File: config.mk
export PLATFORM = sky130hd
export DESIGN_NAME = okc_ctrl
export DESIGN_NICKNAME = d
export VERILOG_FILES = /design/src/rtl/core/okc_pkg.sv /design/src/rtl/core/okc_ctrl.sv
export SDC_FILE = /design/constraint.sdc
export NUM_CORES = 1
export LEC_CHECK = 0
export BUFFER_PORTS_ARGS = -buffer_cell sky130_fd_sc_hd__buf_2
export CAP_MARGIN = 10
export CORE_AREA = 2 2 39 41
export CTS_BUF_LIST = sky130_fd_sc_hd__clkbuf_16
export CTS_CLUSTER_DIAMETER = 30
export DETAILED_ROUTE_END_ITERATION = 12
export DIE_AREA = 0 0 41 43
export PLACE_DENSITY_LB_ADDON = 0.2
export SLEW_MARGIN = 20
export SYNTH_ARGS = -nofsm -noshare
export SYNTH_HDL_FRONTEND = slang
export SYNTH_SLANG_ARGS = --single-unit
File: constraint.sdc
create_clock -name clk -period 3.1 [get_ports clk]
set_clock_uncertainty 0.2 [all_clocks]
set_input_delay 0.62 -clock clk [delete_from_list [all_inputs] [get_ports clk]]
set_output_delay 0.62 -clock clk [all_outputs]
set_load 0.01 [all_outputs]
File: src/rtl/core/okc_pkg.sv
// ----------------------------------------------------------------------------
// okc_pkg
// Shared types, field widths and operation codes of the ordered key cursor.
// ----------------------------------------------------------------------------
package okc_pkg;

  localparam int FUNC_W          = 4;
  localparam int KEY_W           = 32;
  localparam int LINK_W          = 32;
  localparam int SIZE_W          = 16;
  localparam int POS_W           = 11;
  localparam int ENTRY_W         = KEY_W + LINK_W + SIZE_W;
  localparam int IN_DATA_W       = 80;
  localparam int OUT_DATA_W      = 96;
  localparam int DEF_ENTRY_DEPTH = 1024;

  typedef enum logic [FUNC_W-1:0] {
    FN_CLEAR   = 4'd0,
    FN_APPEND  = 4'd1,
    FN_REWIND  = 4'd2,
    FN_NEXT    = 4'd3,
    FN_PREV    = 4'd4,
    FN_SEEK_EQ = 4'd5,
    FN_SEEK_GT = 4'd6,
    FN_SEEK_GE = 4'd7,
    FN_SEEK_LT = 4'd8,
    FN_SEEK_LE = 4'd9
  } func_t;

  typedef struct packed {
    logic accept;
    logic exec;
    logic scan;
    logic read;
    logic load;
  } okc_cmd_t;

  typedef struct packed {
    logic scan_start;
    logic scan_hit;
    logic scan_end;
    logic out_free;
  } okc_sts_t;

endpackage

File: src/rtl/core/okc_ctrl.sv
// ----------------------------------------------------------------------------
// okc_ctrl
// Sequencer: accept, execute, scan (seeks on a non-empty table), read back the entry, load the result.
// ----------------------------------------------------------------------------
module okc_ctrl (
  input  logic              clk,
  input  logic              rst,
  input  logic              s_tvalid,
  output logic              s_tready,
  input  okc_pkg::okc_sts_t sts,
  output okc_pkg::okc_cmd_t cmd
);
  import okc_pkg::*;

  typedef enum logic [4:0] {
    ST_IDLE  = 5'b00001,
    ST_EXEC  = 5'b00010,
    ST_SCAN  = 5'b00100,
    ST_READ  = 5'b01000,
    ST_FETCH = 5'b10000
  } state_t;

  state_t state;
  state_t state_next;

  always_ff @(posedge clk) begin
    if (rst) begin
      state <= ST_IDLE;
    end else begin
      state <= state_next;
    end
  end

  always_comb begin
    state_next = state;
    cmd        = '0;
    s_tready   = 1'b0;
    case (state)
      ST_IDLE: begin
        s_tready   = 1'b1;
        cmd.accept = s_tvalid;
        if (s_tvalid) begin
          state_next = ST_EXEC;
        end
      end
      ST_EXEC: begin
        cmd.exec   = 1'b1;
        state_next = sts.scan_start ? ST_SCAN : ST_READ;
      end
      ST_SCAN: begin
        cmd.scan = 1'b1;
        if (sts.scan_hit || sts.scan_end) begin
          state_next = ST_READ;
        end
      end
      ST_READ: begin
        cmd.read   = 1'b1;
        state_next = ST_FETCH;
      end
      ST_FETCH: begin
        if (sts.out_free) begin
          cmd.load   = 1'b1;
          state_next = ST_IDLE;
        end
      end
      default: begin
        state_next = ST_IDLE;
      end
    endcase
  end

endmodule

==> flow_metrics.tcl <==
set metrics [dict create \
    cp.buffers_inverters 1 \
    drtIter0Drc 2 \
    cp_max_fo 6 \
    wirelength_um 749 \
    drtPass1Iterations 2 \
    ant_nets 0 \
    synth-edff-count 0 \
    irDropWorstVdd_mv 0.318 \
    die-width_um 41 \
    drv.max_cap_violation_count 0 \
    setup_failing_eps_final 0 \
    largest_reg_flops 5 \
    number_of_global_route_vias_before_repair 334 \
    die_area_um2 1760 \
    boundaryPins 13 \
    cts_hold_buf 0 \
    grt_start_max_net_pins 10 \
    synthesis.area_per_instance_um2 9.02 \
    timing.fmax_mhz 476 \
    initial_utilization_pct 24.8 \
    clock_tree.root_cell "sky130_fd_sc_hd__clkbuf_16" \
    postLayoutCoreUtil_pct 35.7 \
    cts_resized 0 \
    buffer_depth_of_the_longest_clock_path 2 \
    ys_top_cells_by_area "sky130_fd_sc_hd__dfxtp_1 (29%), sky130_fd_sc_hd__nor4b_1 (7.7%), sky130_fd_sc_hd__nor2_1 (6.6%)" \
    sw_share_pct 20.8 \
    worstSkewPairLatency_ns 0.23 \
    placer_congestion_estimate 0.736 \
    route.detailed.wl_per_inst_um 10.9 \
    synthMostInstantiatedCell "sky130_fd_sc_hd__nor2_1" \
    antenna_cells_inserted 0 \
    period_minus_slack_ns 2.10 \
    critical_path_class "reg2out" \
    cellLeakagePower_nw 0.221 \
    p_clk_share_pct 65.4 \
    yosysTopAreaCellShare_pct 29.2 \
    fp-row-count 14 \
    cts_max_level 1 \
    globalRouteTotalUtil_pct 11.8 \
    detailroute.via_count 342 \
    portBuffers 12 \
    netlist_area_um2 343 \
    worstPathArrival_ns 1.28 \
    critical_path.cell_chain "or3_4 > nor2_1 > buf_2" \
    detail_route.drc_violations 0 \
    p_comb_share_pct 11.7 \
    nets_finish 61 \
    critical_path.startpoint_type "flop" \
    grt_antenna_before_repair 0 \
    count_of_mapped_cells_out_of_synthesis 38 \
    hold_violations 0 \
    area_growth_pct 44.2 \
    grt_remaining_overflow 0 \
    power.share.sequential_pct 22.9 \
    num-fill-cells 146 \
    hold_path_class "reg2reg" \
    max_flop_register "state" \
    synth_async_sr_flop_share_pct 0 \
    critical_path_required_ns 2.28 \
    setup_tns_final_ns 0 \
    ys_seq_elements 5 \
    clk_pin_slew_worst_paths_ns 0.03 \
    drive_gt1_share_pct 37.7 \
    drt-vias-per-instance 4.96 \
    netlist-cell-type-count 27 \
    wire_length_of_the_first_global_routing_pass_mm 1.32 \
    critPathMaxStageDelay_ns 0.45 \
    setup.worst_path.end_class "output pin" \
    max-slew-margin-rel_pct 67.2 \
    slowest_stage "sky130_fd_sc_hd__or3_4" \
    path_delay_family "simple AND/OR/NAND/NOR gates" \
    tightestPinTransition_ns 0.485 \
    core_area_um2 1380 \
    cts_buffers 3 \
    grt_setup_unrepaired "false" \
    post-layout-total-power_w 0.000320 \
    p_int_w 0.000254 \
    clkSinkCount 5 \
    switching_power_w 0.0000665 \
    finalCritPeriodShare_pct 67.8 \
    ys_top_cells_by_count "sky130_fd_sc_hd__nor2_1 (6), sky130_fd_sc_hd__dfxtp_1 (5), sky130_fd_sc_hd__nor4b_1 (3)" \
    postCtsSetupRepairBufs 0 \
    status "finished clean" \
    cts_tree "yes" \
    layout_top_registers "state: 5 flops" \
    dp.final_hpwl_um 597 \
    power.density_cell_area_nw_per_um2 648 \
    finalMaxSlewViolations 0 \
    chipHeight_um 43 \
    ys_seq_area_share_pct 29.2 \
    dominantRegCellSynth "sky130_fd_sc_hd__dfxtp_1" \
    largest_area_contributor_in_the_netlist "sky130_fd_sc_hd__dfxtp_1" \
    synth_warnings 0 \
    mappedNetlistNets 45 \
]
## routing by layer
metal	part of all wire, %	track usage [%]	up-vias
li1	-	-	174
met1	47	13.5	157
met2	42	15.3	9
met3	7.7	6.28	2
met4	3.2	10.0	0
met5	0	0	-
## layout make-up
cell class	count	area (um^2)	share of cell area [%]
inverters	1	3.75	0.759
repair buffers	12	60.1	12.2
multi-input cells	31	231	46.8
clock buffers	3	75.1	15.2
clock inverters	1	3.75	0.759
well taps	16	20.0	4.05
flip-flops and latches	5	100	20.3
## stage by stage
step / instances / worst slack (ns) / area, um^2 / hold WS, ns
after CTS: 69 / 0.991 / 494 / 0.393
after global placement: 65 / 1.24 / 415 / 0.396
after detailed placement: 65 / 1.24 / 415 / 0.388
after floorplan: 38 / 1.33 / 343 / 0.338
after global routing: 69 / 0.906 / 494 / 0.414
final: 69 / 0.999 / 494 / 0.394
## placed cells by master (no fill, tap or decap), types with 2 or more instances in the layout
cell,count
sky130_fd_sc_hd__nor2_1,6
sky130_fd_sc_hd__clkbuf_16,3
sky130_fd_sc_hd__dfxtp_1,5
sky130_fd_sc_hd__buf_2,12
sky130_fd_sc_hd__nor4b_1,3
sky130_fd_sc_hd__inv_1,2
## power groups by stage
| stage | Sequential [W] | Combinational [W] | Clock (W) |
|---|---|---|---|
| 6_report | 0.0000734 | 0.0000374 | 0.000209 |
| 3_5_place_dp | 0.0000741 | 0.0000376 | 0 |
| 3_3_place_gp | 0.0000745 | 0.0000385 | 0 |
| 4_1_cts | 0.0000732 | 0.0000378 | 0.000215 |
| 2_1_floorplan | 0.0000729 | 0.0000253 | 0 |
| 5_1_grt | 0.0000740 | 0.0000419 | 0.000221 |
## tightest hold or removal path, cell delays in order (launching register included)
cell,delay [ns]
sky130_fd_sc_hd__dfxtp_1,0.36
sky130_fd_sc_hd__nand3_1,0.11
sky130_fd_sc_hd__a21boi_0,0.08
## cell families (layout without fill, tap and decap cells)
group           count (synthesis)  count (layout)  share of synthesized area [%]
compound gates                  8               8                           20.4
xor+xnor                        1               1                           2.56
simple gates                   22              22                           44.5
flops                           5               5                           29.2
buf+inv                         2              17                           3.28
## path summary, 6_finish.rpt
check	start	endpoint	slack (ns)	cells past startpoint
worst min register to register	state[3]	state[4]	0.39	2
worst max-delay path	state[3]	cmd[3]	1.0	3
worst max register to register	state[2]	state[0]	1.58	3
worst min-delay path	state[3]	state[4]	0.39	2
Note: power is estimated with default switching activity, not from simulation.
